**src/hdl/sipb_pkg.sv**
```systemverilog
// Shared types, constants, command codes and the microcode program of the ISP bridge.
package sipb_pkg;

    // Number of device codes reported by the device list command.
    localparam int DEVICE_COUNT = 42;
    localparam int TABLE_SIZE   = 42;
    localparam int DEV_LIST_LEN = (DEVICE_COUNT > TABLE_SIZE) ? TABLE_SIZE : DEVICE_COUNT;
    localparam int TIDX_W       = 6;
    localparam int UPC_W        = 6;
    localparam int OUT_DATA_W   = 48;

    typedef logic [UPC_W-1:0]  t_upc;
    typedef logic [TIDX_W-1:0] t_tidx;

    // Host command letters.
    localparam logic [7:0] CMD_SEL_DEV   = 8'h54;
    localparam logic [7:0] CMD_IDENT     = 8'h53;
    localparam logic [7:0] CMD_SW_VER    = 8'h56;
    localparam logic [7:0] CMD_HW_VER    = 8'h76;
    localparam logic [7:0] CMD_DEV_LIST  = 8'h74;
    localparam logic [7:0] CMD_PROG_TYPE = 8'h70;
    localparam logic [7:0] CMD_AUTO_INC  = 8'h61;
    localparam logic [7:0] CMD_LED_ON    = 8'h78;
    localparam logic [7:0] CMD_LED_OFF   = 8'h79;
    localparam logic [7:0] CMD_ENTER     = 8'h50;
    localparam logic [7:0] CMD_LEAVE     = 8'h4C;
    localparam logic [7:0] CMD_WR_HI     = 8'h43;
    localparam logic [7:0] CMD_WR_LO     = 8'h63;
    localparam logic [7:0] CMD_RD_PROG   = 8'h52;
    localparam logic [7:0] CMD_SET_ADDR  = 8'h41;
    localparam logic [7:0] CMD_WR_EE     = 8'h44;
    localparam logic [7:0] CMD_RD_EE     = 8'h64;
    localparam logic [7:0] CMD_ERASE     = 8'h65;
    localparam logic [7:0] CMD_LOCK      = 8'h6C;
    localparam logic [7:0] CMD_SIG       = 8'h73;
    localparam logic [7:0] CMD_PAGE      = 8'h6D;
    localparam logic [7:0] CMD_UNI3      = 8'h3A;
    localparam logic [7:0] CMD_UNI4      = 8'h2E;
    localparam logic [7:0] CMD_ADDR_ZERO = 8'h30;

    localparam logic [7:0] CH_CR      = 8'h0D;
    localparam logic [7:0] CH_UNKNOWN = 8'h3F;
    localparam logic [7:0] PROG_ECHO  = 8'h53;

    // SPI instruction bytes.
    localparam logic [7:0] OP_PROG_EN   = 8'hAC;
    localparam logic [7:0] OP_WR_HI     = 8'h48;
    localparam logic [7:0] OP_WR_LO     = 8'h40;
    localparam logic [7:0] OP_RD_HI     = 8'h28;
    localparam logic [7:0] OP_RD_LO     = 8'h20;
    localparam logic [7:0] OP_WR_EE     = 8'hC0;
    localparam logic [7:0] OP_RD_EE     = 8'hA0;
    localparam logic [7:0] OP_PAGE      = 8'h4C;
    localparam logic [7:0] OP_ERASE_B1  = 8'h80;
    localparam logic [7:0] OP_ERASE_B2  = 8'h04;
    localparam logic [7:0] OP_SIG       = 8'h30;

    // Result kinds, pin and LED codes.
    localparam logic [1:0] KIND_HOST  = 2'd0;
    localparam logic [1:0] KIND_FRAME = 2'd1;
    localparam logic [1:0] KIND_PINS  = 2'd2;
    localparam logic [1:0] PIN_FLOAT  = 2'd0;
    localparam logic [1:0] PIN_LOW    = 2'd2;
    localparam logic [1:0] LED_GREEN  = 2'd0;
    localparam logic [1:0] LED_ORANGE = 2'd1;
    localparam logic [1:0] LED_RED    = 2'd2;

    localparam logic [7:0] DEV_TABLE [TABLE_SIZE] = '{
        8'h10, 8'h11, 8'h12, 8'h13, 8'h20, 8'h28, 8'h30, 8'h34, 8'h38, 8'h3A, 8'h3B, 8'h41,
        8'h42, 8'h43, 8'h44, 8'h45, 8'h46, 8'h48, 8'h4C, 8'h55, 8'h56, 8'h58, 8'h5C, 8'h5E,
        8'h61, 8'h64, 8'h65, 8'h66, 8'h67, 8'h68, 8'h69, 8'h6C, 8'h70, 8'h71, 8'h72, 8'h73,
        8'h74, 8'h75, 8'h76, 8'h77, 8'h78, 8'h79
    };

    // Parser phase, one-hot.
    typedef enum logic [2:0] {
        PH_IDLE = 3'b001,
        PH_ARGS = 3'b010,
        PH_WAIT = 3'b100
    } t_phase;

    typedef enum logic [1:0] {EM_NONE, EM_HOST, EM_FRAME, EM_PINS} t_emit;
    typedef enum logic [1:0] {TX_CONST, TX_REPLY, TX_TABLE} t_txsrc;
    typedef enum logic [2:0] {
        FR_ADDR_ARG, FR_ADDR_ZERO, FR_PROG, FR_ERASE, FR_SIG, FR_ARG3, FR_ARG4
    } t_frm;
    typedef enum logic [1:0] {LO_KEEP, LO_GREEN, LO_ORANGE, LO_RED} t_ledop;
    typedef enum logic [1:0] {PO_KEEP, PO_FLOAT, PO_LOW} t_pinop;
    typedef enum logic [1:0] {AO_KEEP, AO_INC, AO_LOAD, AO_CLEAR} t_addrop;
    typedef enum logic [1:0] {FO_KEEP, FO_CLEAR, FO_SET1, FO_INC} t_fsop;
    typedef enum logic [2:0] {
        SQ_NEXT, SQ_END, SQ_JMP, SQ_JR53, SQ_JFS0, SQ_JFS2, SQ_JTBL
    } t_seq;

    typedef struct packed {
        t_emit      emit;
        t_txsrc     txsrc;
        t_frm       frm;
        logic [7:0] konst;
        t_ledop     led;
        t_pinop     pin;
        t_addrop    addr;
        logic       dev_load;
        t_fsop      fs;
        logic       tbl_inc;
        t_seq       seq;
        logic       last;
        t_upc       target;
    } t_uword;

    // Datapath status used by the sequencer's branch conditions.
    typedef struct packed {
        logic out_free;
        logic reply_53;
        logic fs_zero;
        logic fs_two;
        logic tbl_more;
    } t_dp_stat;

    // Parser state seen by the dispatcher.
    typedef struct packed {
        t_phase     phase;
        logic [7:0] pending;
        logic [2:0] count;
        logic       dev_none;
    } t_parse;

    // What the dispatcher asks for when an input transfer is taken.
    typedef struct packed {
        logic   go;
        t_upc   entry;
        logic   ph_load;
        t_phase ph_next;
        logic   pend_load;
        logic   cnt_clr;
        logic   arg_store;
        logic   fs_clr;
    } t_disp;

    // Microcode entry points.
    localparam t_upc UA_SEL     = 6'd0;
    localparam t_upc UA_ADDR    = 6'd1;
    localparam t_upc UA_ZERO    = 6'd2;
    localparam t_upc UA_CR      = 6'd3;
    localparam t_upc UA_UNK     = 6'd4;
    localparam t_upc UA_INCCR   = 6'd5;
    localparam t_upc UA_IDENT   = 6'd6;
    localparam t_upc UA_SWV     = 6'd13;
    localparam t_upc UA_HWV     = 6'd15;
    localparam t_upc UA_PTYPE   = 6'd17;
    localparam t_upc UA_AINC    = 6'd18;
    localparam t_upc UA_LIST    = 6'd19;
    localparam t_upc UA_LED_ON  = 6'd21;
    localparam t_upc UA_LED_OFF = 6'd22;
    localparam t_upc UA_ENTER   = 6'd23;
    localparam t_upc UA_LEAVE   = 6'd25;
    localparam t_upc UA_X_WRHI  = 6'd26;
    localparam t_upc UA_X_WRLO  = 6'd27;
    localparam t_upc UA_X_WREE  = 6'd28;
    localparam t_upc UA_X_RDP   = 6'd29;
    localparam t_upc UA_X_RDEE  = 6'd30;
    localparam t_upc UA_X_PAGE  = 6'd31;
    localparam t_upc UA_X_ERASE = 6'd32;
    localparam t_upc UA_X_SIG   = 6'd33;
    localparam t_upc UA_X_UNI3  = 6'd34;
    localparam t_upc UA_X_UNI4  = 6'd35;
    localparam t_upc UA_R_ENTER = 6'd36;
    localparam t_upc UA_R_RDP   = 6'd39;
    localparam t_upc UA_R_RDEE  = 6'd43;
    localparam t_upc UA_R_SIG   = 6'd44;
    localparam t_upc UA_R_UNI   = 6'd48;

    function automatic logic [2:0] args_needed(input logic [7:0] c);
        logic [2:0] n;
        case (c)
            CMD_SEL_DEV, CMD_WR_HI, CMD_WR_LO, CMD_WR_EE: n = 3'd1;
            CMD_SET_ADDR: n = 3'd2;
            CMD_UNI3:     n = 3'd3;
            CMD_UNI4:     n = 3'd4;
            default:      n = 3'd0;
        endcase
        return n;
    endfunction

    function automatic logic [7:0] dev_code(input t_tidx idx);
        logic [7:0] v;
        v = 8'h00;
        if (int'(idx) < TABLE_SIZE) begin
            v = DEV_TABLE[idx];
        end
        return v;
    endfunction

    // The microcode program: one control word per step.
    function automatic t_uword ucode(input t_upc a);
        t_uword w;
        w = '{emit: EM_NONE, txsrc: TX_CONST, frm: FR_ADDR_ARG, konst: 8'h00,
              led: LO_KEEP, pin: PO_KEEP, addr: AO_KEEP, dev_load: 1'b0,
              fs: FO_KEEP, tbl_inc: 1'b0, seq: SQ_END, last: 1'b1, target: UA_SEL};
        case (a)
            6'd0: begin
                w.dev_load = 1'b1; w.emit = EM_HOST; w.konst = CH_CR;
            end
            6'd1: begin
                w.addr = AO_LOAD; w.emit = EM_HOST; w.konst = CH_CR;
            end
            6'd2: begin
                w.addr = AO_CLEAR; w.emit = EM_HOST; w.konst = CH_CR;
            end
            6'd3: begin
                w.emit = EM_HOST; w.konst = CH_CR;
            end
            6'd4: begin
                w.emit = EM_HOST; w.konst = CH_UNKNOWN;
            end
            6'd5: begin
                w.addr = AO_INC; w.emit = EM_HOST; w.konst = CH_CR;
            end
            6'd6:  begin w.emit = EM_HOST; w.konst = 8'h41; w.seq = SQ_NEXT; w.last = 1'b0; end
            6'd7:  begin w.emit = EM_HOST; w.konst = 8'h56; w.seq = SQ_NEXT; w.last = 1'b0; end
            6'd8:  begin w.emit = EM_HOST; w.konst = 8'h52; w.seq = SQ_NEXT; w.last = 1'b0; end
            6'd9:  begin w.emit = EM_HOST; w.konst = 8'h20; w.seq = SQ_NEXT; w.last = 1'b0; end
            6'd10: begin w.emit = EM_HOST; w.konst = 8'h49; w.seq = SQ_NEXT; w.last = 1'b0; end
            6'd11: begin w.emit = EM_HOST; w.konst = 8'h53; w.seq = SQ_NEXT; w.last = 1'b0; end
            6'd12: begin w.emit = EM_HOST; w.konst = 8'h50; end
            6'd13: begin w.emit = EM_HOST; w.konst = 8'h33; w.seq = SQ_NEXT; w.last = 1'b0; end
            6'd14: begin w.emit = EM_HOST; w.konst = 8'h33; end
            6'd15: begin w.emit = EM_HOST; w.konst = 8'h31; w.seq = SQ_NEXT; w.last = 1'b0; end
            6'd16: begin w.emit = EM_HOST; w.konst = 8'h30; end
            6'd17: begin w.emit = EM_HOST; w.konst = 8'h53; end
            6'd18: begin w.emit = EM_HOST; w.konst = 8'h59; end
            6'd19: begin
                w.emit = EM_HOST; w.txsrc = TX_TABLE; w.tbl_inc = 1'b1;
                w.seq = SQ_JTBL; w.target = UA_LIST; w.last = 1'b0;
            end
            6'd20: begin w.emit = EM_HOST; w.konst = 8'h00; end
            6'd21: begin
                w.led = LO_ORANGE; w.emit = EM_PINS; w.seq = SQ_JMP;
                w.target = UA_CR; w.last = 1'b0;
            end
            6'd22: begin
                w.led = LO_GREEN; w.emit = EM_PINS; w.seq = SQ_JMP;
                w.target = UA_CR; w.last = 1'b0;
            end
            6'd23: begin
                w.pin = PO_LOW; w.emit = EM_PINS; w.seq = SQ_NEXT; w.last = 1'b0;
            end
            6'd24: begin w.emit = EM_FRAME; w.frm = FR_PROG; end
            6'd25: begin
                w.pin = PO_FLOAT; w.led = LO_GREEN; w.emit = EM_PINS;
                w.seq = SQ_JMP; w.target = UA_CR; w.last = 1'b0;
            end
            6'd26: begin w.emit = EM_FRAME; w.frm = FR_ADDR_ARG;  w.konst = OP_WR_HI; end
            6'd27: begin w.emit = EM_FRAME; w.frm = FR_ADDR_ARG;  w.konst = OP_WR_LO; end
            6'd28: begin w.emit = EM_FRAME; w.frm = FR_ADDR_ARG;  w.konst = OP_WR_EE; end
            6'd29: begin w.emit = EM_FRAME; w.frm = FR_ADDR_ZERO; w.konst = OP_RD_HI; end
            6'd30: begin w.emit = EM_FRAME; w.frm = FR_ADDR_ZERO; w.konst = OP_RD_EE; end
            6'd31: begin w.emit = EM_FRAME; w.frm = FR_ADDR_ZERO; w.konst = OP_PAGE; end
            6'd32: begin w.emit = EM_FRAME; w.frm = FR_ERASE; end
            6'd33: begin w.emit = EM_FRAME; w.frm = FR_SIG; end
            6'd34: begin w.emit = EM_FRAME; w.frm = FR_ARG3; end
            6'd35: begin w.emit = EM_FRAME; w.frm = FR_ARG4; end
            6'd36: begin w.seq = SQ_JR53; w.target = 6'd38; w.last = 1'b0; end
            6'd37: begin
                w.led = LO_RED; w.emit = EM_PINS; w.seq = SQ_JMP;
                w.target = UA_UNK; w.last = 1'b0;
            end
            6'd38: begin
                w.led = LO_ORANGE; w.emit = EM_PINS; w.seq = SQ_JMP;
                w.target = UA_CR; w.last = 1'b0;
            end
            6'd39: begin w.seq = SQ_JFS0; w.target = 6'd41; w.last = 1'b0; end
            6'd40: begin
                w.fs = FO_CLEAR; w.addr = AO_INC; w.emit = EM_HOST; w.txsrc = TX_REPLY;
            end
            6'd41: begin
                w.fs = FO_SET1; w.emit = EM_HOST; w.txsrc = TX_REPLY;
                w.seq = SQ_NEXT; w.last = 1'b0;
            end
            6'd42: begin w.emit = EM_FRAME; w.frm = FR_ADDR_ZERO; w.konst = OP_RD_LO; end
            6'd43: begin w.addr = AO_INC; w.emit = EM_HOST; w.txsrc = TX_REPLY; end
            6'd44: begin w.seq = SQ_JFS2; w.target = 6'd47; w.last = 1'b0; end
            6'd45: begin
                w.fs = FO_INC; w.emit = EM_HOST; w.txsrc = TX_REPLY;
                w.seq = SQ_NEXT; w.last = 1'b0;
            end
            6'd46: begin w.emit = EM_FRAME; w.frm = FR_SIG; end
            6'd47: begin w.fs = FO_CLEAR; w.emit = EM_HOST; w.txsrc = TX_REPLY; end
            6'd48: begin
                w.emit = EM_HOST; w.txsrc = TX_REPLY; w.seq = SQ_JMP;
                w.target = UA_CR; w.last = 1'b0;
            end
            default: begin
                w.last = 1'b0;
            end
        endcase
        return w;
    endfunction

endpackage

```
**src/hdl/sipb_dispatch.sv**
```systemverilog
// Command decoder: maps an input transfer and the parser state to a microcode entry.
module sipb_dispatch (
    input  logic                  i_cmd,
    input  logic [7:0]            i_host_byte,
    input  sipb_pkg::t_parse      i_parse,
    output sipb_pkg::t_disp       o_disp
);
    import sipb_pkg::*;

    logic       exec_ok;
    t_upc       exec_entry;
    logic       reply_ok;
    t_upc       reply_entry;
    logic [7:0] exec_cmd;
    logic [2:0] cnt_inc;

    assign cnt_inc  = i_parse.count + 3'd1;
    assign exec_cmd = (i_parse.phase == PH_ARGS) ? i_parse.pending : i_host_byte;

    // Entry of a command once its argument bytes are all present.
    always_comb begin
        exec_ok    = 1'b1;
        exec_entry = UA_CR;
        case (exec_cmd)
            CMD_SEL_DEV:   exec_entry = UA_SEL;
            CMD_ENTER:     exec_entry = UA_ENTER;
            CMD_LEAVE:     exec_entry = UA_LEAVE;
            CMD_WR_HI:     exec_entry = UA_X_WRHI;
            CMD_WR_LO:     exec_entry = UA_X_WRLO;
            CMD_RD_PROG:   exec_entry = UA_X_RDP;
            CMD_SET_ADDR:  exec_entry = UA_ADDR;
            CMD_WR_EE:     exec_entry = UA_X_WREE;
            CMD_RD_EE:     exec_entry = UA_X_RDEE;
            CMD_ERASE:     exec_entry = UA_X_ERASE;
            CMD_LOCK:      exec_entry = UA_CR;
            CMD_SIG:       exec_entry = UA_X_SIG;
            CMD_PAGE:      exec_entry = UA_X_PAGE;
            CMD_UNI3:      exec_entry = UA_X_UNI3;
            CMD_UNI4:      exec_entry = UA_X_UNI4;
            CMD_ADDR_ZERO: exec_entry = UA_ZERO;
            default:       exec_ok = 1'b0;
        endcase
    end

    // Entry of the follow-up once a frame reply comes back.
    always_comb begin
        reply_ok    = 1'b1;
        reply_entry = UA_CR;
        case (i_parse.pending)
            CMD_ENTER:                     reply_entry = UA_R_ENTER;
            CMD_WR_HI, CMD_WR_EE:          reply_entry = UA_INCCR;
            CMD_WR_LO, CMD_ERASE, CMD_PAGE: reply_entry = UA_CR;
            CMD_RD_PROG:                   reply_entry = UA_R_RDP;
            CMD_RD_EE:                     reply_entry = UA_R_RDEE;
            CMD_SIG:                       reply_entry = UA_R_SIG;
            CMD_UNI3, CMD_UNI4:            reply_entry = UA_R_UNI;
            default:                       reply_ok = 1'b0;
        endcase
    end

    always_comb begin
        o_disp = '{go: 1'b0, entry: UA_CR, ph_load: 1'b0, ph_next: PH_IDLE,
                   pend_load: 1'b0, cnt_clr: 1'b0, arg_store: 1'b0, fs_clr: 1'b0};
        if (i_cmd) begin
            if (i_parse.phase == PH_WAIT) begin
                o_disp.ph_load = 1'b1;
                o_disp.go      = reply_ok;
                o_disp.entry   = reply_entry;
            end
        end else if (i_parse.phase == PH_IDLE) begin
            case (i_host_byte)
                CMD_IDENT:     begin o_disp.go = 1'b1; o_disp.entry = UA_IDENT;   end
                CMD_SW_VER:    begin o_disp.go = 1'b1; o_disp.entry = UA_SWV;     end
                CMD_HW_VER:    begin o_disp.go = 1'b1; o_disp.entry = UA_HWV;     end
                CMD_DEV_LIST:  begin o_disp.go = 1'b1; o_disp.entry = UA_LIST;    end
                CMD_PROG_TYPE: begin o_disp.go = 1'b1; o_disp.entry = UA_PTYPE;   end
                CMD_AUTO_INC:  begin o_disp.go = 1'b1; o_disp.entry = UA_AINC;    end
                CMD_LED_ON:    begin o_disp.go = 1'b1; o_disp.entry = UA_LED_ON;  end
                CMD_LED_OFF:   begin o_disp.go = 1'b1; o_disp.entry = UA_LED_OFF; end
                default: begin
                    if (i_parse.dev_none && (i_host_byte != CMD_SEL_DEV)) begin
                        o_disp.go    = 1'b1;
                        o_disp.entry = UA_UNK;
                    end else begin
                        o_disp.pend_load = 1'b1;
                        o_disp.cnt_clr   = 1'b1;
                        if (args_needed(i_host_byte) == 3'd0) begin
                            o_disp.fs_clr = 1'b1;
                            o_disp.go     = exec_ok;
                            o_disp.entry  = exec_entry;
                        end else begin
                            o_disp.ph_load = 1'b1;
                            o_disp.ph_next = PH_ARGS;
                        end
                    end
                end
            endcase
        end else if (i_parse.phase == PH_ARGS) begin
            o_disp.arg_store = 1'b1;
            if (cnt_inc >= args_needed(i_parse.pending)) begin
                o_disp.ph_load = 1'b1;
                o_disp.fs_clr  = 1'b1;
                o_disp.go      = exec_ok;
                o_disp.entry   = exec_entry;
            end
        end
    end

endmodule

```
**src/hdl/sipb_sequencer.sv**
```systemverilog
// Microcode sequencer: step counter, program lookup and conditional jumps.
module sipb_sequencer (
    input  logic                 i_clk,
    input  logic                 i_rst_n,
    input  logic                 i_go,
    input  sipb_pkg::t_upc       i_entry,
    input  sipb_pkg::t_dp_stat   i_stat,
    output logic                 o_busy,
    output logic                 o_fire,
    output sipb_pkg::t_uword     o_uword
);
    import sipb_pkg::*;

    logic   r_busy, n_busy;
    t_upc   r_upc, n_upc;
    t_uword uw;
    logic   fire;
    logic   take;

    always_comb begin
        uw   = ucode(r_upc);
        fire = r_busy && ((uw.emit == EM_NONE) || i_stat.out_free);
        case (uw.seq)
            SQ_JMP:  take = 1'b1;
            SQ_JR53: take = i_stat.reply_53;
            SQ_JFS0: take = i_stat.fs_zero;
            SQ_JFS2: take = i_stat.fs_two;
            SQ_JTBL: take = i_stat.tbl_more;
            default: take = 1'b0;
        endcase
        n_busy = r_busy;
        n_upc  = r_upc;
        if (i_go) begin
            n_busy = 1'b1;
            n_upc  = i_entry;
        end else if (fire) begin
            if (uw.seq == SQ_END) begin
                n_busy = 1'b0;
            end else if (take) begin
                n_upc = uw.target;
            end else begin
                n_upc = r_upc + t_upc'(1);
            end
        end
    end

    always_ff @(posedge i_clk) begin
        if (!i_rst_n) begin
            r_busy <= 1'b0;
            r_upc  <= '0;
        end else begin
            r_busy <= n_busy;
            r_upc  <= n_upc;
        end
    end

    assign o_busy  = r_busy;
    assign o_fire  = fire;
    assign o_uword = uw;

endmodule

```
**src/hdl/sipb_datapath.sv**
```systemverilog
// Datapath: parser and target state registers, result formatting and the output register.
module sipb_datapath (
    input  logic                        i_clk,
    input  logic                        i_rst_n,
    input  logic                        i_accept,
    input  logic [7:0]                  i_host_byte,
    input  logic [7:0]                  i_reply_byte,
    input  sipb_pkg::t_disp             i_disp,
    input  logic                        i_fire,
    input  sipb_pkg::t_uword            i_uword,
    input  logic                        i_out_ready,
    output sipb_pkg::t_dp_stat          o_stat,
    output sipb_pkg::t_parse            o_parse,
    output logic                        o_out_valid,
    output logic [1:0]                  o_out_kind,
    output logic [sipb_pkg::OUT_DATA_W-1:0] o_out_data,
    output logic                        o_out_last
);
    import sipb_pkg::*;

    t_phase     r_phase, n_phase;
    logic [7:0] r_pending, n_pending;
    logic [2:0] r_count, n_count;
    logic [7:0] r_args [4];
    logic [7:0] r_dev, n_dev;
    logic [15:0] r_addr, n_addr;
    logic [1:0] r_fstep, n_fstep;
    logic [1:0] r_led, n_led;
    logic [1:0] r_pin, n_pin;
    t_tidx      r_tidx, n_tidx;
    logic [7:0] r_reply;

    logic        r_ovalid, n_ovalid;
    logic [1:0]  r_okind;
    logic [OUT_DATA_W-1:0] r_odata;
    logic        r_olast;

    logic        load;
    logic [1:0]  kind;
    logic [7:0]  tx;
    logic [31:0] frm;
    logic        slot;

    always_comb begin
        n_phase   = r_phase;
        n_pending = r_pending;
        n_count   = r_count;
        n_dev     = r_dev;
        n_addr    = r_addr;
        n_fstep   = r_fstep;
        n_led     = r_led;
        n_pin     = r_pin;
        n_tidx    = r_tidx;

        if (i_accept) begin
            if (i_disp.ph_load) n_phase = i_disp.ph_next;
            if (i_disp.pend_load) n_pending = i_host_byte;
            if (i_disp.cnt_clr) n_count = 3'd0;
            if (i_disp.arg_store) n_count = r_count + 3'd1;
            if (i_disp.fs_clr) n_fstep = 2'd0;
            if (i_disp.go) n_tidx = '0;
        end

        if (i_fire) begin
            if (i_uword.emit == EM_FRAME) n_phase = PH_WAIT;
            if (i_uword.dev_load) n_dev = r_args[0];
            if (i_uword.tbl_inc) n_tidx = r_tidx + t_tidx'(1);
            case (i_uword.led)
                LO_GREEN:  n_led = LED_GREEN;
                LO_ORANGE: n_led = LED_ORANGE;
                LO_RED:    n_led = LED_RED;
                default:   n_led = r_led;
            endcase
            case (i_uword.pin)
                PO_FLOAT: n_pin = PIN_FLOAT;
                PO_LOW:   n_pin = PIN_LOW;
                default:  n_pin = r_pin;
            endcase
            case (i_uword.addr)
                AO_INC:   n_addr = r_addr + 16'd1;
                AO_LOAD:  n_addr = {r_args[0], r_args[1]};
                AO_CLEAR: n_addr = 16'd0;
                default:  n_addr = r_addr;
            endcase
            case (i_uword.fs)
                FO_CLEAR: n_fstep = 2'd0;
                FO_SET1:  n_fstep = 2'd1;
                FO_INC:   n_fstep = r_fstep + 2'd1;
                default:  n_fstep = r_fstep;
            endcase
        end
    end

    // Result formatting; pin and LED fields show the values this step leaves.
    always_comb begin
        case (i_uword.txsrc)
            TX_REPLY: tx = r_reply;
            TX_TABLE: tx = dev_code(r_tidx);
            default:  tx = i_uword.konst;
        endcase
        slot = 1'b0;
        case (i_uword.frm)
            FR_ADDR_ARG:  frm = {r_args[0], r_addr[7:0], r_addr[15:8], i_uword.konst};
            FR_ADDR_ZERO: frm = {8'h00, r_addr[7:0], r_addr[15:8], i_uword.konst};
            FR_PROG: begin
                frm  = {8'h00, 8'h00, PROG_ECHO, OP_PROG_EN};
                slot = 1'b1;
            end
            FR_ERASE: frm = {8'h00, OP_ERASE_B2, OP_ERASE_B1, OP_PROG_EN};
            FR_SIG:   frm = {8'h00, 8'd2 - {6'd0, r_fstep}, 8'h00, OP_SIG};
            FR_ARG3:  frm = {8'h00, r_args[2], r_args[1], r_args[0]};
            FR_ARG4:  frm = {r_args[3], r_args[2], r_args[1], r_args[0]};
            default:  frm = 32'd0;
        endcase
        case (i_uword.emit)
            EM_FRAME: kind = KIND_FRAME;
            EM_PINS:  kind = KIND_PINS;
            default:  kind = KIND_HOST;
        endcase
    end

    assign load = i_fire && (i_uword.emit != EM_NONE);

    always_comb begin
        n_ovalid = r_ovalid;
        if (load) begin
            n_ovalid = 1'b1;
        end else if (i_out_ready) begin
            n_ovalid = 1'b0;
        end
    end

    always_ff @(posedge i_clk) begin
        if (!i_rst_n) begin
            r_phase   <= PH_IDLE;
            r_pending <= 8'd0;
            r_count   <= 3'd0;
            r_dev     <= 8'd0;
            r_addr    <= 16'd0;
            r_fstep   <= 2'd0;
            r_led     <= LED_GREEN;
            r_pin     <= PIN_FLOAT;
            r_tidx    <= '0;
            r_ovalid  <= 1'b0;
        end else begin
            r_phase   <= n_phase;
            r_pending <= n_pending;
            r_count   <= n_count;
            r_dev     <= n_dev;
            r_addr    <= n_addr;
            r_fstep   <= n_fstep;
            r_led     <= n_led;
            r_pin     <= n_pin;
            r_tidx    <= n_tidx;
            r_ovalid  <= n_ovalid;
        end
    end

    always_ff @(posedge i_clk) begin
        if (i_accept) begin
            r_reply <= i_reply_byte;
            if (i_disp.arg_store) begin
                r_args[r_count[1:0]] <= i_host_byte;
            end
        end
        if (load) begin
            r_okind <= kind;
            r_olast <= i_uword.last;
            r_odata <= {3'b000, n_led, n_pin, slot,
                        (kind == KIND_FRAME) ? frm : 32'd0,
                        (kind == KIND_HOST) ? tx : 8'd0};
        end
    end

    assign o_stat.out_free = !r_ovalid || i_out_ready;
    assign o_stat.reply_53 = (r_reply == PROG_ECHO);
    assign o_stat.fs_zero  = (r_fstep == 2'd0);
    assign o_stat.fs_two   = (r_fstep == 2'd2);
    assign o_stat.tbl_more = (r_tidx != t_tidx'(DEV_LIST_LEN - 1));

    assign o_parse.phase    = r_phase;
    assign o_parse.pending  = r_pending;
    assign o_parse.count    = r_count;
    assign o_parse.dev_none = (r_dev == 8'd0);

    assign o_out_valid = r_ovalid;
    assign o_out_kind  = r_okind;
    assign o_out_data  = r_odata;
    assign o_out_last  = r_olast;

endmodule

```
**src/hdl/serial_isp_programmer_bridge.sv**
```systemverilog
// Top level of the serial in-system programmer bridge: ports and module wiring.
// The first result of an input transfer is loaded into the output register by the routine's first
// step, or by a later one when the routine opens with a branch step (program-mode, program read
// and signature replies). A new input is taken only once the previous one's routine has finished;
// a routine has 0 to 3 microcode steps for most commands, 7 for the identifier, 43 for the device list.
// Reset is synchronous and active low: parser idle, no device, address 0, LED green, pin floating.
module serial_isp_programmer_bridge (
    input  logic        i_clk,
    input  logic        i_rst_n,
    // Input stream. One transfer is a host byte or a target reply byte.
    input  logic        s_axis_tvalid,
    output logic        s_axis_tready,
    input  logic [15:0] s_axis_tdata,   // [7:0] host_byte, [15:8] reply_byte
    input  logic [0:0]  s_axis_tuser,   // [0] cmd
    // Result stream. One transfer is a host byte, an SPI frame or a pin and LED update.
    output logic        m_axis_tvalid,
    input  logic        m_axis_tready,
    output logic [47:0] m_axis_tdata,   // [7:0] tx_byte, [15:8] spi_byte0, [23:16] spi_byte1,
                                        // [31:24] spi_byte2, [39:32] spi_byte3, [40] reply_slot,
                                        // [42:41] reset_pin, [44:43] led_colour, [47:45] zero
    output logic [1:0]  m_axis_tuser,   // [1:0] out_kind
    output logic        m_axis_tlast    // last result caused by one input transfer
);
    import sipb_pkg::*;

    logic     accept;
    logic     busy;
    logic     fire;
    t_uword   uword;
    t_disp    disp;
    t_parse   parse;
    t_dp_stat stat;

    // The block takes a new input whenever the sequencer has finished the previous one's
    // program; a result still waiting in the output register does not hold the input side.
    assign s_axis_tready = !busy;
    assign accept        = s_axis_tvalid && s_axis_tready;

    // The dispatcher looks at the incoming byte and the parser state and picks the
    // microcode routine, and the bookkeeping of argument bytes, for this transfer.
    sipb_dispatch u_dispatch (
        .i_cmd       (s_axis_tuser[0]),
        .i_host_byte (s_axis_tdata[7:0]),
        .i_parse     (parse),
        .o_disp      (disp)
    );

    // The sequencer steps through the routine one control word per cycle, holding on a
    // step that emits while the output register is still occupied.
    sipb_sequencer u_sequencer (
        .i_clk   (i_clk),
        .i_rst_n (i_rst_n),
        .i_go    (accept && disp.go),
        .i_entry (disp.entry),
        .i_stat  (stat),
        .o_busy  (busy),
        .o_fire  (fire),
        .o_uword (uword)
    );

    // The datapath keeps device, address, frame step, LED and reset pin state, and
    // builds each result transfer into the output register.
    sipb_datapath u_datapath (
        .i_clk        (i_clk),
        .i_rst_n      (i_rst_n),
        .i_accept     (accept),
        .i_host_byte  (s_axis_tdata[7:0]),
        .i_reply_byte (s_axis_tdata[15:8]),
        .i_disp       (disp),
        .i_fire       (fire),
        .i_uword      (uword),
        .i_out_ready  (m_axis_tready),
        .o_stat       (stat),
        .o_parse      (parse),
        .o_out_valid  (m_axis_tvalid),
        .o_out_kind   (m_axis_tuser),
        .o_out_data   (m_axis_tdata),
        .o_out_last   (m_axis_tlast)
    );

endmodule
```
**config.mk**
```make
export PLATFORM = sky130hd
export DESIGN_NAME = serial_isp_programmer_bridge
export DESIGN_NICKNAME = d
export VERILOG_FILES = /design/src/hdl/sipb_pkg.sv /design/src/hdl/sipb_dispatch.sv /design/src/hdl/sipb_sequencer.sv /design/src/hdl/sipb_datapath.sv /design/src/hdl/serial_isp_programmer_bridge.sv
export SDC_FILE = /design/constraint.sdc
export NUM_CORES = 1
export LEC_CHECK = 0
export CORE_MARGIN = 2
export CORE_UTILIZATION = 55
export DETAILED_ROUTE_END_ITERATION = 12
export DONT_BUFFER_PORTS = 1
export GPL_ROUTABILITY_DRIVEN = 0
export PLACE_DENSITY = 0.7
export SETUP_SLACK_MARGIN = 0.2
export SYNTH_ARGS = -nofsm -noshare
export SYNTH_HDL_FRONTEND = slang
export SYNTH_SLANG_ARGS = --single-unit
export TNS_END_PERCENT = 1
```
**constraint.sdc**
```tcl
create_clock -name i_clk -period 6.1 [get_ports i_clk]
set_clock_uncertainty 0.05 [all_clocks]
set_input_delay 0.61 -clock i_clk [delete_from_list [all_inputs] [get_ports i_clk]]
set_output_delay 0.61 -clock i_clk [all_outputs]
set_load 0.01 [all_outputs]
```
# Word-level counts from Yosys, hierarchy flattened
# Memory sizes are Yosys's and may differ from the RTL's.
# Cells that the tools add are included.
# Widths: inputs -> output; s select.
[word_totals]
mem_bits_rw = 32
ff_bits = 114
rom_bits = 512
in_bits = 21
out_inout_bits = 53
memories = 2
[op_classes]
n_eq_ne = 129
n_reduce_logical = 56
n_lt_le_gt_ge = 3
n_bitwise = 1
n_addsub = 6
muxes = 86
[memory_table]
columns = ["name", "depth", "word_bits", "read_ports", "rd_clocked_by_memory_dff", "write_ports", "line", "text"]
rows = [
  ["(no name shown)", 64, 8, 1, 0, 0, "sipb_pkg.sv:189", "v = DEV_TABLE[idx];"],
  ["u_datapath.r_args", 4, 8, 4, 0, 1, "sipb_datapath.sv:24", "logic [7:0] r_args [4];"],
]
[op_table]
columns = ["cell", "count"]
rows = [
  ["$eq 8x7->1 const B", 38],
  ["$pmux 32 s7", 1],
  ["$pmux 8 s19", 1],
  ["$eq 6x6->1 const B", 17],
  ["$eq 6x5->1 const B", 16],
  ["$pmux 6 s15", 1],
  ["$mux 8", 9],
  ["$pmux 6 s6", 2],
  ["$mux 6", 10],
  ["$eq 8x6->1 const B", 7],
  ["$pmux 7 s8", 1],
  ["$eq 6x4->1 const B", 8],
  ["$pmux 16 s3", 1],
  ["$mux 3", 13],
  ["$pmux 2 s3", 6],
  ["$pmux 3 s6", 2],
  ["$reduce_or 28->1", 1],
  ["$reduce_or 27->1", 1],
  ["$eq 6x3->1 const B", 4],
  ["$pmux 3 s4", 2],
  ["$eq 2x2->1 const B", 11],
  ["$reduce_or 11->1", 2],
  ["$eq 3x3->1 const B", 7],
  ["$mux 7", 3],
  ["other kinds (44)", 117],
]

# Longest topological paths before layout
[logic_depth]
ltp_word = 17
mapped_depth = 15
ltp_nobuf = 14

# Cells and area by module
# A second synthesis with hierarchy kept.
[hier_totals]
hier_cells = 1131
hier_area_um2 = 9989.6
[by_module_without_submodules]
columns = ["mod", "cells_per_inst", "n_inst", "area_each_um2"]
rows = [
  ["sipb_datapath", 645, 1, 6701.4],
  ["sipb_sequencer", 263, 1, 1810.5],
  ["sipb_dispatch", 220, 1, 1458.9],
  ["serial_isp_programmer_bridge", 3, 1, 18.8],
]

# Worst setup path after synthesis
# No wires, ideal clock.
[synth_timing]
kind = "register to register"
startpoint = "register u_sequencer.r_upc[0]"
endpoint = "register u_datapath.r_odata[0], in the netlist u_datapath.o_out_data[0] (enable)"
slack_ps = 1372
setup_time_ps = 455
synth_period_minus_slack_ps = 4728
required_time_ps = 5595
arrival_time_ps = 4223
path_buffers = 2
path_stages_with_launch = 11
cell_sequence = "dfxtp_1 > inv_1 > ha_1 > buf_2 > or3_1 > a32oi_2 > and4_1 > buf_2 > and4_1 > o21ai_0 > nor2_1"
[synth_between]
elab_chain_cells = 7
[synth_rtl]
columns = ["element", "line", "text"]
rows = [
  ["from (decl)", "sipb_sequencer.sv:15", "t_upc r_upc, n_upc;"],
  ["from (signal assigned)", "sipb_sequencer.sv:53", "r_upc <= n_upc;"],
  ["$eq 6x1->1, or another cell as far along", "sipb_pkg.sv:200", "case (a)"],
  ["$reduce_or 27->1 (no line), or another cell as far along", "-", ""],
  ["$pmux 2 s3 (*)", "sipb_pkg.sv:200", ""],
  ["$logic_not 2->1", "sipb_sequencer.sv:22", "fire = r_busy && ((uw.emit == EM_NONE) || i_stat.out_free);"],
  ["$logic_or 1x1->1", "sipb_sequencer.sv:22", ""],
  ["$logic_and 1x1->1", "sipb_sequencer.sv:22", ""],
  ["$logic_and 1x1->1 (*)", "sipb_datapath.sv:122", "assign load = i_fire && (i_uword.emit != EM_NONE);"],
  ["named net u_datapath.load", "sipb_datapath.sv:38", "logic load;"],
  ["to (signal assigned)", "sipb_datapath.sv:169", "r_odata <= {3'b000, n_led, n_pin, slot,"],
  ["to (decl)", "sipb_datapath.sv:35", "logic [OUT_DATA_W-1:0] r_odata;"],
]
# Mark *: on every way through the listed nets, which the timed path passes. The rest lies on a longest branch.
# A chain may end at the register's enable or synchronous reset.

# Final worst setup path
[layout_timing]
startpoint = "register u_datapath.r_pending[1]"
endpoint = "register u_sequencer.r_upc[0]"
[layout_between]
elab_chain_cells = 14
[layout_rtl]
columns = ["element", "line", "text"]
rows = [
  ["from (decl)", "sipb_datapath.sv:22", "logic [7:0] r_pending, n_pending;"],
  ["from (signal assigned)", "sipb_datapath.sv:147", "r_pending <= n_pending;"],
  ["$eq 8x7->1, on equally long branches", "sipb_pkg.sv:175, sipb_dispatch.sv:49", ""],
  ["$reduce_or 4->1", "sipb_pkg.sv:175", "case (c)"],
  ["$pmux 3 s4", "sipb_pkg.sv:175", ""],
  ["$mux 3", "sipb_dispatch.sv:98", "end else if (i_parse.phase == PH_ARGS) begin"],
  ["$mux 3", "sipb_dispatch.sv:70", "end else if (i_parse.phase == PH_IDLE) begin"],
  ["$mux 3", "sipb_dispatch.sv:64", "if (i_cmd) begin"],
  ["$ge 3x3->1", "sipb_dispatch.sv:100", "if (cnt_inc >= args_needed(i_parse.pending)) begin"],
  ["$mux 8", "sipb_dispatch.sv:100", ""],
  ["$mux 8", "sipb_dispatch.sv:98", ""],
  ["$mux 8", "sipb_dispatch.sv:70", ""],
  ["$mux 8 (*)", "sipb_dispatch.sv:64", ""],
  ["$logic_and 1x1->1", "serial_isp_programmer_bridge.sv:53", ".i_go (accept && disp.go),"],
  ["$ne 2x1->1 (no line) / $reduce_bool 2->1 (equally long branches)", "-", ""],
  ["$reduce_and 2->1 (no line)", "-", ""],
]
# Mark *: on every way between the ends. The rest lies on a longest branch, timed or not. The select of a mux whose other input is x is not followed.

==> flow_summary.json <==
{
  "status": "finished clean",
  "die_area_um2": 18000,
  "seq_area_frac_synth_pct": 40.8,
  "diodes": 0,
  "place_ws_ns": 1.97,
  "startpoint_type": "flip-flop",
  "tightest_slew_ns": 1.16,
  "max_freq_mhz": 236,
  "final_area_um2": 9980,
  "worstPathRequired_ns": 6.36,
  "ys_ff_latch": 146,
  "syn_to_final_growth_pct": 6.96,
  "clk_path_buf_depth": 2,
  "cts.repair.resized": 0,
  "cts.clk_slew.worst_paths_ns": 0.07,
  "powerDensity_nw_per_um2": 239,
  "ys_top_cells_by_area": "edfxtp_1 28%, dfxtp_1 12%, nor2_1 4.9%",
  "grt_use_total_pct": 29.1,
  "min_period_ns": 4.23,
  "drive_above_1_share_pct": 7.43,
  "finalHoldViolations": 0,
  "rsz0062_at_grt": "false",
  "h-tree-depth": 4,
  "drv_slew": 0,
  "crit_type": "flip-flop to flip-flop",
  "wl_met2_um": 11900,
  "root_buffer": "clkbuf_16",
  "layoutNonFillerInstCount": 1256,
  "grt_max_degree": 50,
  "dp_cells": 1224,
  "io_buffers": 0,
  "drt-vias-per-instance": 6.72,
  "grt_pass1_vias": 7571,
  "synthesis.area_um2": 9330,
  "cp.arrival_ns": 4.49,
  "start_util_pct": 56.3,
  "max-slew-margin-rel_pct": 22.6,
  "multi_input_area_um2": 5080,
  "nets": 1073,
  "highest_layer": "met4",
  "cts_sinks": 146,
  "antenna_found_initial": 0,
  "totalPowerFinal_mw": 2.39,
  "wl_per_cell_um": 20.9,
  "place_area_um2": 9370,
  "drc_errors": 0,
  "yosysMostFrequentCell": "nor2_1",
  "path_max_fanout": 18,
  "wl_met3_um": 2040,
  "yosys_warnings": 0,
  "synth_common_cells": "122 x nor2_1, 97 x nand2_1, 88 x edfxtp_1, 65 x a21oi_1, 60 x o21ai_0",
  "hold_path.class": "input pin to flip-flop",
  "die_w_um": 134,
  "overflow": 0,
  "leakagePower_nw": 3.42,
  "fin_crit_sh_pct": 69.4,
  "fillers": 1446,
  "synth_area_leader_cell": "edfxtp_1",
  "vias": 8437,
  "clkLatencyLatePin_ns": 0.43,
  "ir_drop_uv": 203,
  "cts_tree": "yes",
  "synth-edff-count": 88,
  "max_cap_viol_count": 0,
  "drt_iter0_markers": 1207,
  "holdBufCountCts": 0,
  "end_kind": "flip-flop",
  "placementRows": 47,
  "firstDrtPassIters": 5,
  "detail-route-antenna-nets": 0,
  "netlist_instances": 1068,
  "cts_setup_buffers": 0,
  "drt-met1-wl_um": 11600,
  "die_h_um": 134,
  "async_flop_share_pct": 0,
  "finalWorstSetupSlack_ns": 1.87,
  "coreArea_um2": 16600,
  "ys_types": 91,
  "setup_viol": 0,
  "boundaryPins": 74,
  "avgSynthCellArea_um2": 8.74,
  "synth_top_area_share_pct": 28.3,
  "finalWirelength_um": 26300,
  "place_hpwl_um": 17900,
  "fin_setup_tns_ns": 0,
  "ys.flop_type": "edfxtp_1",
  "cts_buffers": 17,
  "grt_pass1_wl_um": 41400,
  "seq_area_um2": 3800
}
==> critical path, stage by stage, from the launching register on <==
cell,delay [ns]
dfxtp_1,0.63
nor4b_1,0.66
nand3_1,0.17
or3b_2,0.47
ha_1,0.28
o21ai_0,0.08
a21oi_1,0.26
nor2_1,0.07
a311o_1,0.40
a221o_2,0.56
and3_1,0.23
o31a_1,0.28
==> sequential cells by signal (all words and copies together) (netlist names) <==
signal and flops:
u_datapath.o_out_data 45, u_datapath.r_tidx 6, u_datapath.r_pending 8, u_datapath.r_addr 16
u_sequencer.r_upc 6, u_datapath.r_fstep 2, u_datapath.r_pin 2, u_datapath.r_phase 3
u_sequencer.o_busy 1, u_datapath.r_args 32, u_datapath.o_out_valid 1, u_datapath.r_reply 8
u_datapath.r_led 2, u_datapath.r_dev 8, u_datapath.o_out_kind 2, u_datapath.r_count 3
u_datapath.o_out_last 1
==> layout by cell type, fill, tap and decap left out, drive strengths merged, types with 7 or more instances in the layout <==
cell type    n
nor2b       19
o21ai       61
mux2i       23
inv         46
and2        18
nand3b       8
o22ai       10
a21oi       66
buf          9
or4          8
a22oi       21
nor2       122
a221oi      16
a211oi       7
nand3       42
nand2b      21
clkbuf      18
nor3        26
a31oi       24
dfxtp       58
nand4       13
nand2       97
o31a         7
ha          29
nor4b        7
or2          7
and3        12
or3          7
nor3b        8
edfxtp      88
xnor2       10
==> path summary, 6_finish.rpt <==
path | start | to | slack, ns | depth (start not counted)
max | u_datapath.r_pending[1] | u_sequencer.r_upc[0] | 1.87 | 11
min | s_axis_tdata[12] | u_datapath.r_reply[4] | 0.22 | 0
max reg2reg | u_datapath.r_pending[1] | u_sequencer.r_upc[0] | 1.87 | 11
min reg2reg | u_datapath.r_pin[0] | u_datapath.r_pin[0] | 0.43 | 1
==> report_power, final <==
| part | leakage, nW | internal [mW] | switching (mW) |
|---|---|---|---|
| registers | 1.32 | 1.07 | 0.0240 |
| logic | 1.80 | 0.0744 | 0.142 |
| clock network | 0.300 | 0.628 | 0.451 |
==> final cells by class <==
type                            instances  share of cell area, %
Inverter                               40                   1.50
Sequential cell                       146                   38.1
Tap cell                              220                   2.76
Clock inverter                         14                   1.69
Multi-Input combinational cell        809                   50.9
Clock buffer                           18                   4.40
Timing Repair Buffer                    9                  0.677
==> per-layer routing <==
| metal | track usage [%] | vias to the layer above |
|---|---|---|
| met4 | 10.8 | 0 |
| met3 | 4.91 | 69 |
| met1 | 41.2 | 4000 |
| met5 | 0 | - |
| met2 | 45.0 | 479 |
| li1 | - | 3889 |
==> logic make-up (layout without fill, tap and decap cells) <==
logic type      count (synthesis)  count (layout)  synth area share, %
fa+ha+maj                      29              29                 3.89
compound gates                291             291                 21.3
other cells                     1               3               0.0402
flops                         146             146                 40.8
buf+inv                       115              81                 5.09
xor+xnor                       14              14                 1.31
simple gates                  444             444                 24.4
mux                            28              28                 3.19
==> through the flow <==
step,hold WS [ns],util (%)
floorplan,0.392,-
global placement,0.402,56.5
detailed placement,0.411,56.5
CTS,0.213,60.2
global route,0.210,60.2
finish,0.220,60.2
No activity file was read; power rests on OpenSTA's default activity.
